**config.mk**
```make
export PLATFORM = sky130hd
export DESIGN_NAME = servo_goal_position_packet_crc16_unit
export DESIGN_NICKNAME = d
export VERILOG_FILES = /design/src/rtl/sgp_crc_pkg.sv /design/src/rtl/sgp_crc_conv.sv /design/src/rtl/sgp_crc_ser.sv /design/src/rtl/servo_goal_position_packet_crc16_unit.sv
export SDC_FILE = /design/constraint.sdc
export NUM_CORES = 1
export LEC_CHECK = 0
export BUFFER_PORTS_ARGS = -buffer_cell sky130_fd_sc_hd__buf_2
export CAP_MARGIN = 20
export CELL_PAD_IN_SITES_DETAIL_PLACEMENT = 2
export CELL_PAD_IN_SITES_GLOBAL_PLACEMENT = 2
export CORE_MARGIN = 3
export CORE_UTILIZATION = 42
export CTS_CLUSTER_SIZE = 28
export DETAILED_ROUTE_END_ITERATION = 8
export GPL_ROUTABILITY_DRIVEN = 0
export GPL_TIMING_DRIVEN = 0
export PLACE_DENSITY = 0.94
export SLEW_MARGIN = 20
export SYNTH_ARGS = -nofsm -noshare
export SYNTH_HDL_FRONTEND = slang
export SYNTH_SLANG_ARGS = --single-unit
export TNS_END_PERCENT = 10
```
**constraint.sdc**
```tcl
create_clock -name clk -period 6.2 [get_ports clk]
set_clock_uncertainty 0.1 [all_clocks]
set_input_delay 0.31 -clock clk [delete_from_list [all_inputs] [get_ports clk]]
set_output_delay 0.31 -clock clk [all_outputs]
set_load 0.01 [all_outputs]
```
**src/rtl/sgp_crc_pkg.sv**
```systemverilog
package sgp_crc_pkg;

    localparam int RAW_W   = 12;
    localparam int DEG_W   = 8;
    localparam int TICK_W  = 13;
    localparam int MAG_W   = 12;
    localparam int BYTE_W  = 8;
    localparam int CRC_W   = 16;
    localparam int IDX_W   = 4;

    // degrees = round(|raw - centre| * 45 / 512)
    localparam logic [MAG_W-1:0]  RAW_CENTRE = 12'd2048;
    localparam logic [5:0]        DEG_SCALE  = 6'd45;
    localparam logic [17:0]       DEG_HALF   = 18'd256;
    localparam int                DEG_SHIFT  = 9;

    // ticks = round(deg * 512 / 45) = floor((deg * 1024 + 45) / 90)
    // floor(n / 90) = (n * RECIP_90) >> 24, exact for n below 2^18
    localparam logic [17:0]       TICK_BIAS  = 18'd45;
    localparam logic [17:0]       RECIP_90   = 18'd186414;
    localparam int                RECIP_SHIFT = 24;

    localparam logic [CRC_W-1:0]  CRC_POLY   = 16'h8005;
    localparam logic [CRC_W-1:0]  CRC_INIT   = 16'h0000;

    // byte positions within the packet
    localparam logic [IDX_W-1:0]  POS_ID     = 4'd4;
    localparam logic [IDX_W-1:0]  POS_TICKS0 = 4'd10;
    localparam logic [IDX_W-1:0]  POS_TICKS1 = 4'd11;
    localparam logic [IDX_W-1:0]  POS_TICKS2 = 4'd12;
    localparam logic [IDX_W-1:0]  POS_TICKS3 = 4'd13;
    localparam logic [IDX_W-1:0]  POS_CRC_LO = 4'd14;
    localparam logic [IDX_W-1:0]  POS_CRC_HI = 4'd15;

    // fixed bytes of the packet; variable slots hold zero
    localparam logic [BYTE_W-1:0] PKT_TEMPLATE [16] = '{
        8'hFF, 8'hFF, 8'hFD, 8'h00,
        8'h00, 8'h09, 8'h00, 8'h03,
        8'h54, 8'h02, 8'h00, 8'h00,
        8'h00, 8'h00, 8'h00, 8'h00
    };

    // advance an unreflected CRC-16 by one byte, MSB first
    function automatic logic [CRC_W-1:0] crc16_step(
        input logic [CRC_W-1:0]  crc,
        input logic [BYTE_W-1:0] data
    );
        logic [CRC_W-1:0] c;
        c = crc ^ {data, 8'h00};
        for (int b = 0; b < 8; b++)
        begin
            if (c[CRC_W-1])
            begin
                c = {c[CRC_W-2:0], 1'b0} ^ CRC_POLY;
            end
            else
            begin
                c = {c[CRC_W-2:0], 1'b0};
            end
        end
        return c;
    endfunction

endpackage

```
**src/rtl/sgp_crc_conv.sv**
```systemverilog
module sgp_crc_conv (
    input  logic                                    clk,
    input  logic                                    rst_n,
    input  logic                                    in_valid,
    output logic                                    in_ready,
    input  logic [sgp_crc_pkg::RAW_W-1:0]           raw_position,
    output logic                                    tick_valid,
    input  logic                                    tick_ready,
    output logic signed [sgp_crc_pkg::TICK_W-1:0]   ticks
);

    logic                                   raw_valid_reg;
    logic [sgp_crc_pkg::RAW_W-1:0]          raw_reg;
    logic                                   deg_valid_reg;
    logic [sgp_crc_pkg::DEG_W-1:0]          deg_mag_reg;
    logic                                   deg_neg_reg;
    logic                                   tick_valid_reg;
    logic signed [sgp_crc_pkg::TICK_W-1:0]  tick_reg;

    logic                                   deg_load;
    logic                                   tick_load;
    logic [sgp_crc_pkg::MAG_W-1:0]          raw_mag;
    logic [17:0]                            deg_sum;
    logic [sgp_crc_pkg::DEG_W-1:0]          deg_mag_next;
    logic [17:0]                            tick_num;
    logic [35:0]                            tick_prod;
    logic [sgp_crc_pkg::MAG_W-1:0]          tick_mag;
    logic signed [sgp_crc_pkg::TICK_W-1:0]  tick_next;

    assign tick_load = deg_valid_reg && (!tick_valid_reg || tick_ready);
    assign deg_load  = raw_valid_reg && (!deg_valid_reg || tick_load);
    assign in_ready  = !raw_valid_reg || deg_load;

    // distance from centre, then scale to whole degrees
    always_comb
    begin
        if (raw_reg[sgp_crc_pkg::RAW_W-1])
        begin
            raw_mag = {1'b0, raw_reg[sgp_crc_pkg::RAW_W-2:0]};
        end
        else
        begin
            raw_mag = sgp_crc_pkg::RAW_CENTRE - raw_reg;
        end
        deg_sum = 18'(raw_mag) * 18'(sgp_crc_pkg::DEG_SCALE) + sgp_crc_pkg::DEG_HALF;
        deg_mag_next = deg_sum[sgp_crc_pkg::DEG_SHIFT +: sgp_crc_pkg::DEG_W];
    end

    // degrees back to ticks through a reciprocal multiply
    always_comb
    begin
        tick_num  = {deg_mag_reg, 10'd0} + sgp_crc_pkg::TICK_BIAS;
        tick_prod = tick_num * sgp_crc_pkg::RECIP_90;
        tick_mag  = tick_prod[sgp_crc_pkg::RECIP_SHIFT +: sgp_crc_pkg::MAG_W];
        if (deg_neg_reg)
        begin
            tick_next = -$signed({1'b0, tick_mag});
        end
        else
        begin
            tick_next = $signed({1'b0, tick_mag});
        end
    end

    always_ff @(posedge clk or negedge rst_n)
    begin
        if (!rst_n)
        begin
            raw_valid_reg  <= 1'b0;
            deg_valid_reg  <= 1'b0;
            tick_valid_reg <= 1'b0;
        end
        else
        begin
            if (in_ready)
            begin
                raw_valid_reg <= in_valid;
            end
            if (!deg_valid_reg || tick_load)
            begin
                deg_valid_reg <= raw_valid_reg;
            end
            if (!tick_valid_reg || tick_ready)
            begin
                tick_valid_reg <= deg_valid_reg;
            end
        end
    end

    always_ff @(posedge clk)
    begin
        if (in_valid && in_ready)
        begin
            raw_reg <= raw_position;
        end
        if (deg_load)
        begin
            deg_mag_reg <= deg_mag_next;
            deg_neg_reg <= !raw_reg[sgp_crc_pkg::RAW_W-1];
        end
        if (tick_load)
        begin
            tick_reg <= tick_next;
        end
    end

    assign tick_valid = tick_valid_reg;
    assign ticks      = tick_reg;

endmodule

```
**src/rtl/sgp_crc_ser.sv**
```systemverilog
module sgp_crc_ser (
    input  logic                                    clk,
    input  logic                                    rst_n,
    input  logic                                    tick_valid,
    output logic                                    tick_ready,
    input  logic signed [sgp_crc_pkg::TICK_W-1:0]   ticks,
    input  logic [sgp_crc_pkg::BYTE_W-1:0]          servo_id,
    output logic                                    out_valid,
    input  logic                                    out_ready,
    output logic [sgp_crc_pkg::BYTE_W-1:0]          packet_byte,
    output logic                                    last_byte
);

    logic                                   out_valid_reg;
    logic [sgp_crc_pkg::IDX_W-1:0]          idx_reg;
    logic [sgp_crc_pkg::BYTE_W-1:0]         byte_reg;
    logic                                   last_reg;
    logic [sgp_crc_pkg::CRC_W-1:0]          crc_reg;
    logic signed [sgp_crc_pkg::TICK_W-1:0]  ticks_reg;

    logic                                   fire;
    logic                                   done;
    logic                                   load;
    logic [sgp_crc_pkg::IDX_W-1:0]          idx_inc;
    logic [sgp_crc_pkg::CRC_W-1:0]          crc_adv;
    logic [31:0]                            tick_word;
    logic [sgp_crc_pkg::BYTE_W-1:0]         byte_next;

    assign fire       = out_valid_reg && out_ready;
    assign done       = fire && last_reg;
    assign tick_ready = !out_valid_reg || done;
    assign load       = tick_valid && tick_ready;

    assign idx_inc   = idx_reg + 1'b1;
    assign crc_adv   = sgp_crc_pkg::crc16_step(crc_reg, byte_reg);
    assign tick_word = {{(32 - sgp_crc_pkg::TICK_W){ticks_reg[sgp_crc_pkg::TICK_W-1]}},
                        ticks_reg};

    // byte to present after the current one is taken
    always_comb
    begin
        case (idx_inc)
            sgp_crc_pkg::POS_ID:     byte_next = servo_id;
            sgp_crc_pkg::POS_TICKS0: byte_next = tick_word[7:0];
            sgp_crc_pkg::POS_TICKS1: byte_next = tick_word[15:8];
            sgp_crc_pkg::POS_TICKS2: byte_next = tick_word[23:16];
            sgp_crc_pkg::POS_TICKS3: byte_next = tick_word[31:24];
            sgp_crc_pkg::POS_CRC_LO: byte_next = crc_adv[7:0];
            sgp_crc_pkg::POS_CRC_HI: byte_next = crc_reg[15:8];
            default:                 byte_next = sgp_crc_pkg::PKT_TEMPLATE[idx_inc];
        endcase
    end

    always_ff @(posedge clk or negedge rst_n)
    begin
        if (!rst_n)
        begin
            out_valid_reg <= 1'b0;
            idx_reg       <= '0;
            last_reg      <= 1'b0;
        end
        else if (load)
        begin
            out_valid_reg <= 1'b1;
            idx_reg       <= '0;
            last_reg      <= 1'b0;
        end
        else if (done)
        begin
            out_valid_reg <= 1'b0;
            last_reg      <= 1'b0;
        end
        else if (fire)
        begin
            idx_reg  <= idx_inc;
            last_reg <= (idx_inc == sgp_crc_pkg::POS_CRC_HI);
        end
    end

    always_ff @(posedge clk)
    begin
        if (load)
        begin
            ticks_reg <= ticks;
            byte_reg  <= sgp_crc_pkg::PKT_TEMPLATE[0];
            crc_reg   <= sgp_crc_pkg::CRC_INIT;
        end
        else if (fire && !last_reg)
        begin
            byte_reg <= byte_next;
            // fold in header and position bytes only, not the checksum
            if (idx_reg <= sgp_crc_pkg::POS_TICKS3)
            begin
                crc_reg <= crc_adv;
            end
        end
    end

    assign out_valid   = out_valid_reg;
    assign packet_byte = byte_reg;
    assign last_byte   = last_reg;

endmodule

```
**src/rtl/servo_goal_position_packet_crc16_unit.sv**
```systemverilog
// Servo goal-position packet builder.
// Input channel (in_valid/in_ready, raw_position): one raw 12-bit position per
// transaction, 2048 is centre. Each transaction is rounded to whole degrees, mapped
// back to signed ticks, and framed as a 16-byte register-write packet.
// Output channel (out_valid/out_ready, packet_byte, last_byte): one packet byte
// per transaction, low CRC byte then high CRC byte at the end; last_byte marks
// the sixteenth byte.
// Config channel (cfg_valid/cfg_ready, servo_id): always ready; write only while
// no packet is pending. Reset sets servo_id to 1 and empties all stages.
// The first byte of a packet is valid after its input passes the raw, degree and tick
// registers and the serializer's byte register. The serializer sends one byte per
// cycle while out_ready is high and folds the bytes before the CRC into a running CRC-16.
// Three conversion stages sit ahead of the serializer, so input is taken while a
// packet is still going out. When the receiver stalls, the current byte holds,
// the stages fill, and in_ready drops once all are full.
module servo_goal_position_packet_crc16_unit (
    input  logic                                clk,
    input  logic                                rst_n,
    input  logic                                in_valid,
    output logic                                in_ready,
    input  logic [sgp_crc_pkg::RAW_W-1:0]       raw_position,
    output logic                                out_valid,
    input  logic                                out_ready,
    output logic [sgp_crc_pkg::BYTE_W-1:0]      packet_byte,
    output logic                                last_byte,
    input  logic                                cfg_valid,
    output logic                                cfg_ready,
    input  logic [sgp_crc_pkg::BYTE_W-1:0]      servo_id
);

    logic [sgp_crc_pkg::BYTE_W-1:0]         servo_id_reg;
    logic                                   tick_valid;
    logic                                   tick_ready;
    logic signed [sgp_crc_pkg::TICK_W-1:0]  ticks;

    assign cfg_ready = 1'b1;

    always_ff @(posedge clk or negedge rst_n)
    begin
        if (!rst_n)
        begin
            servo_id_reg <= 8'd1;
        end
        else if (cfg_valid && cfg_ready)
        begin
            servo_id_reg <= servo_id;
        end
    end

    sgp_crc_conv u_conv (
        .clk          (clk),
        .rst_n        (rst_n),
        .in_valid     (in_valid),
        .in_ready     (in_ready),
        .raw_position (raw_position),
        .tick_valid   (tick_valid),
        .tick_ready   (tick_ready),
        .ticks        (ticks)
    );

    sgp_crc_ser u_ser (
        .clk          (clk),
        .rst_n        (rst_n),
        .tick_valid   (tick_valid),
        .tick_ready   (tick_ready),
        .ticks        (ticks),
        .servo_id     (servo_id_reg),
        .out_valid    (out_valid),
        .out_ready    (out_ready),
        .packet_byte  (packet_byte),
        .last_byte    (last_byte)
    );

endmodule
```
# After elaboration in Yosys (flattened, before gate mapping)
# Memory sizes are Yosys's and may differ from the RTL's.
# Index checks and enable logic that the tools add are counted.
# word_totals
regBits,88
romBits,128
input_bits,25
wordCells,87
n_memories,1
# op_classes
addsub,5
multipliers,2
magnitude_cmp,2
n_eq_ne,8
mux,21
bitwise_logic,10
reduce_logical,23
# mem_list
name,depth,word_bits,read_ports,rd_clocked_by_memory_dff,wr,line_no,text
(name not given),16,8,1,0,0,sgp_crc_ser.sv:50,default: byte_next = sgp_crc_pkg::PKT_TEMPLATE[idx_inc];
# op_table
op,n
$mux 16,8
$pmux 8 s6,1
$mul 18x17->35 const B,1
$eq 4x4->1 const B,6
$mux 12,2
$not 3->3,8
$add 18x6->18 const B,1
$add 17x9->17 const B,1
$mul 12x6->17 const B,1
$mux 8,2
$xor 16x16->16,1
$neg 12->13,1
$mux 4,3
$sub 12x12->12 const A,1
$logic_and 1x1->1,7
$logic_not 1->1,6
$ge 5x5->1 const B,1
$mux 1,5
$not 4->5,1
$add 4x1->4 const B,1
$eq 4x3->1 const B,1
$le 4x4->1 const B,1
$logic_or 1x1->1,4
$reduce_and 2->1,2
other kinds (4),5

# Longest topological paths before layout
# depth
word_depth,18
depth_mapped,20

# By module
# From an unflattened synthesis, not the netlist that was laid out.
# unflattened
hier_cells,811
hier_area_um2,8364.3
# by_module_without_submodules
module,n_inst,cells_each,area_each_um2,seq_area_each_um2
sgp_crc_conv,1,567,5709.2,1096.1
sgp_crc_ser,1,225,2311.0,1021.0
servo_goal_position_packet_crc16_unit,1,19,344.1,201.4

# Worst setup path before layout
# OpenSTA, ideal clock, no wires.
# synth_timing
kind,register to register
start,register u_conv.deg_mag_reg[2] (netlist name)
end,"register u_conv.tick_reg (netlist bit u_conv.ticks[10]), data pin"
t_arrival_ns,5.150
slack_ns,0.681
stages_incl_launch_ff,19
path_buffers,1
period_less_slack_ns,5.519
path_cell_list,edfxtp_1 ha_1 ha_1 inv_1 fa_1 fa_1 inv_1 ha_1 ha_1 ha_1 clkbuf_8 and4_1 nand3_1 or3_4 a31o_1 and2_4 or4_4 o41ai_2 xor2_1
# synth_between
elab_chain_len,4
# synth_lines
element,line_no,text
"start, declared",sgp_crc_conv.sv:15,logic [sgp_crc_pkg::DEG_W-1:0] deg_mag_reg;
"start signal, assigned",sgp_crc_conv.sv:98,deg_mag_reg <= deg_mag_next;
$add 18x6->18 (*),sgp_crc_conv.sv:52,"tick_num = {deg_mag_reg, 10'd0} + sgp_crc_pkg::TICK_BIAS;"
$mul 18x17->35 (*),sgp_crc_conv.sv:53,tick_prod = tick_num * sgp_crc_pkg::RECIP_90;
$neg 12->13,sgp_crc_conv.sv:57,"tick_next = -$signed({1'b0, tick_mag});"
$mux 12 (*),sgp_crc_conv.sv:55,if (deg_neg_reg)
"net u_conv.tick_next, one bit",sgp_crc_conv.sv:28,logic signed [sgp_crc_pkg::TICK_W-1:0] tick_next;
"end signal, assigned",sgp_crc_conv.sv:103,tick_reg <= tick_next;
"end, declared",sgp_crc_conv.sv:18,logic signed [sgp_crc_pkg::TICK_W-1:0] tick_reg;
# Mark *: on every way through the listed nets, which the timed path passes. The rest lies on a longest branch.
# A chain may end at the register's enable or synchronous reset.

# Final worst setup path
# layout_timing
start,register u_conv.deg_mag_reg[5] (netlist name)
end,"register u_conv.tick_reg (netlist bit u_conv.ticks[8]), data pin"
# Same word-level chain as after synthesis.

==> impl_metrics.env <==
export IMPL_dp_hpwl_um=24700
export IMPL_synth_seq_cells=88
export IMPL_met2_length_um=21600
export IMPL_p_int_mw=2.56
export IMPL_dpl_worst_slack_ns=-0.311
export IMPL_via_count=8003
export IMPL_pwr_share_clk_pct=11.2
export IMPL_cp_end_kind="register"
export IMPL_r2r_setup_slack_ns=-0.28
export IMPL_antenna_cells=0
export IMPL_start_util_pct=43.6
export IMPL_arrival_ns=6.45
export IMPL_holdCritPathClass="input pin to register"
export IMPL_min_period_ns=6.48
export IMPL_path_cells="buf_4 > ha_1 > ha_1 > inv_1 > fa_1 > fa_1 > inv_1 > ha_1 > ha_1 > ha_1 > clkbuf_4 > nand3_1 > or3_4 > a31o_1 > and2_4 > or4_4 > o21ai_0 > xnor2_1"
export IMPL_slowest_stage="fa_1"
export IMPL_power_leakage_nw=4.56
export IMPL_comb_power_share_pct=72.3
export IMPL_cpMostUsedCell="ha_1"
export IMPL_antenna_found_initial=0
export IMPL_drtAntennaViolNets=0
export IMPL_relSlewSlack_pct=43.3
export IMPL_route_top_layer_used="met4"
export IMPL_hold_viol=0
export IMPL_tritoncts="yes"
export IMPL_numCtsBuffers=9
export IMPL_core_area_um2=19800
export IMPL_grt_pass1_wl_um=56900
export IMPL_path_clk_slew_ns=0.08
export IMPL_rows=51
export IMPL_grt_max_degree=23
export IMPL_h_tree_depth=3
export IMPL_synthArstFlopShare_pct=19.3
export IMPL_synth_avg_cell_area_um2=9.83
export IMPL_crit_path_start="u_conv.deg_mag_reg[5]"
export IMPL_clock_sinks=88
export IMPL_post_synth_top_area_cell="ha_1"
export IMPL_first_pass_iters=6
export IMPL_drive_gt1_share_pct=13.9
export IMPL_vias_per_cell=6.59
export IMPL_fin_util_pct=49.5
export IMPL_largest_register_ffs=16
export IMPL_grt_pass1_vias=8800
export IMPL_holdPathStages=1
export IMPL_seqCellArea_um2=2320
export IMPL_wl_per_cell_um=35.8
export IMPL_clk_latency_ns=0.38
export IMPL_p_seq_share_pct=16.5
export IMPL_cp_start_kind="register"
export IMPL_critPathCapture="u_conv.ticks[8]"
export IMPL_yosysMostFrequentCell="ha_1"
export IMPL_synth_top_area_share_pct=20.4
export IMPL_setup_slack_ns=-0.283
export IMPL_path_max_fanout=9
export IMPL_grt_overflow=0
export IMPL_synth_edff_count=47
export IMPL_grt_usage_pct=34.7
export IMPL_violations="setup timing"
export IMPL_fillers=2060
export IMPL_worstMarginPinSlew_ns=0.851
export IMPL_finalMaxSlewViolations=0
export IMPL_vdd_drop_max_mv=0.257
export IMPL_port_buffers=34
export IMPL_drt_initial_drc_count=710
export IMPL_netlist_top_cells_count="ha_1, inv_1, fa_1"
export IMPL_maxCapViolCount=0
export IMPL_die_x_um=149
export IMPL_synthToLayoutAreaGrowth_pct=13.6
export IMPL_die_area_um2=22300
export IMPL_die_height_um=149
export IMPL_criticalPathCategory="register to register"
export IMPL_wl_met3_um=2760
export IMPL_r2r_end="u_conv.ticks[8]"
export IMPL_p_sw_mw=2.99
export IMPL_yosysWarnings=0
export IMPL_max_freq_ghz=0.154
export IMPL_rsz0062_at_grt="true"
export IMPL_fin_crit_sh_pct=105
export IMPL_syn_inst=880
export IMPL_synth_seq_area_share_pct=26.8
export IMPL_power_total_mw=5.55
export IMPL_fin_setup_tns_ns=-1.02
export IMPL_p_sw_share_pct=53.9
export IMPL_ys_types=77
export IMPL_synth_area_leaders="ha_1, edfxtp_1, fa_1"
export IMPL_slowest_delay_ns=0.62
export IMPL_outcome="finished, violations left"
export IMPL_io_pins=37
export IMPL_min_from="raw_position[7]"
export IMPL_drc_errors=0
export IMPL_setup_viol=8
export IMPL_drt_total_wl_um=43400
export IMPL_met1_length_um=14800
export IMPL_synth_fp_nets=1096
export IMPL_synth_flop_cell="edfxtp_1"
export IMPL_multi_input_area_um2=5920
export IMPL_cts_root_buf="clkbuf_16"
export IMPL_r2r_cells=18
export IMPL_critPathRequiredTime_ns=6.16
export IMPL_nets=1161
export IMPL_clk_path_buf_depth=2
export IMPL_p_per_area_nw_per_um2=566
export IMPL_worstReg2RegStart="u_conv.deg_mag_reg[5]"
export IMPL_syn_area_um2=8650
power groups by stage:
stage | clock network, mW | logic [mW] | registers (mW)
3_3_place_gp | 0 | 2.82 | 0.912
6_report | 0.622 | 4.01 | 0.919
3_5_place_dp | 0 | 3.19 | 0.927
4_1_cts | 0.602 | 3.40 | 0.912
2_1_floorplan | 0 | 2.20 | 0.894
5_1_grt | 0.637 | 4.18 | 0.931
worst min path at each step:
| stage | endpoint | slack [ns] |
|---|---|---|
| 6_report | u_conv.raw_reg[7] | 0.006 |
| 2_1_floorplan | servo_id_reg[1] | -0.09 |
| 4_1_cts | u_conv.raw_reg[4] | 0.003 |
| 3_5_place_dp | u_ser.last_byte | 0.18 |
| 5_1_grt | u_conv.raw_reg[7] | 0.007 |
| 3_3_place_gp | u_ser.last_byte | 0.17 |
layout make-up:
class | count | share of cell area [%]
Timing Repair Buffer | 56 | 3.44
Tap cell | 265 | 3.38
Clock inverter | 7 | 0.777
Sequential cell | 88 | 23.6
Inverter | 129 | 4.93
Multi-Input combinational cell | 639 | 60.3
Buffer | 22 | 1.30
Clock buffer | 9 | 2.29
metal layers:
metal  vias to the layer above  GRT usage, %
met1                      4023          35.9
li1                       3215             -
met3                       262          6.87
met5                         -             0
met4                         0          25.1
met2                       503          62.2
metrics by stage:
stage	instance area, µm²	instances	hold slack, ns
6_report	9820	1215	0.00626
3_5_place_dp	9150	1179	0.178
2_1_floorplan	8650	880	-0.0856
5_1_grt	9820	1215	0.00678
4_1_cts	9590	1203	0.00330
3_3_place_gp	9150	1179	0.167
placed cells by master (no fill, tap or decap), drive strengths merged, types with 25 or more instances in the layout:
cell type    n
clkbuf      25
a21oi       39
nor2        46
edfxtp      47
xnor2       45
inv        132
buf         60
ha         141
o21ai       42
nand2       45
fa          50
critical path: cells and delay by family (launching register included):
kind | cells | cell delay [ns]
and+or+nand+nor | 4 | 1.29
xor gates and xnor gates | 1 | 0.23
AOI/OAI and AO/OA | 2 | 0.68
adders and majority gates | 7 | 2.84
buffers and inverters | 4 | 0.57
DFF | 1 | 0.46
kinds of logic after synthesis:
group	after synthesis	synth area share, %
fa+ha+maj	191	32.0
simple gates	182	10.6
compound gates	180	14.1
buf+inv	153	7.12
flops	88	26.8
xor+xnor	63	6.70
mux	22	2.68
other cells	1	0.0434
timing repair:
item	CTS	global route
gates cloned	0	0
pin swaps	1	6
gates resized for setup	15	25
setup buffers	7	14
endpoints found under the setup margin	7	9
hold buffers	1	0
endpoints found under the hold margin	16	0
(Power assumes the default switching activity.)
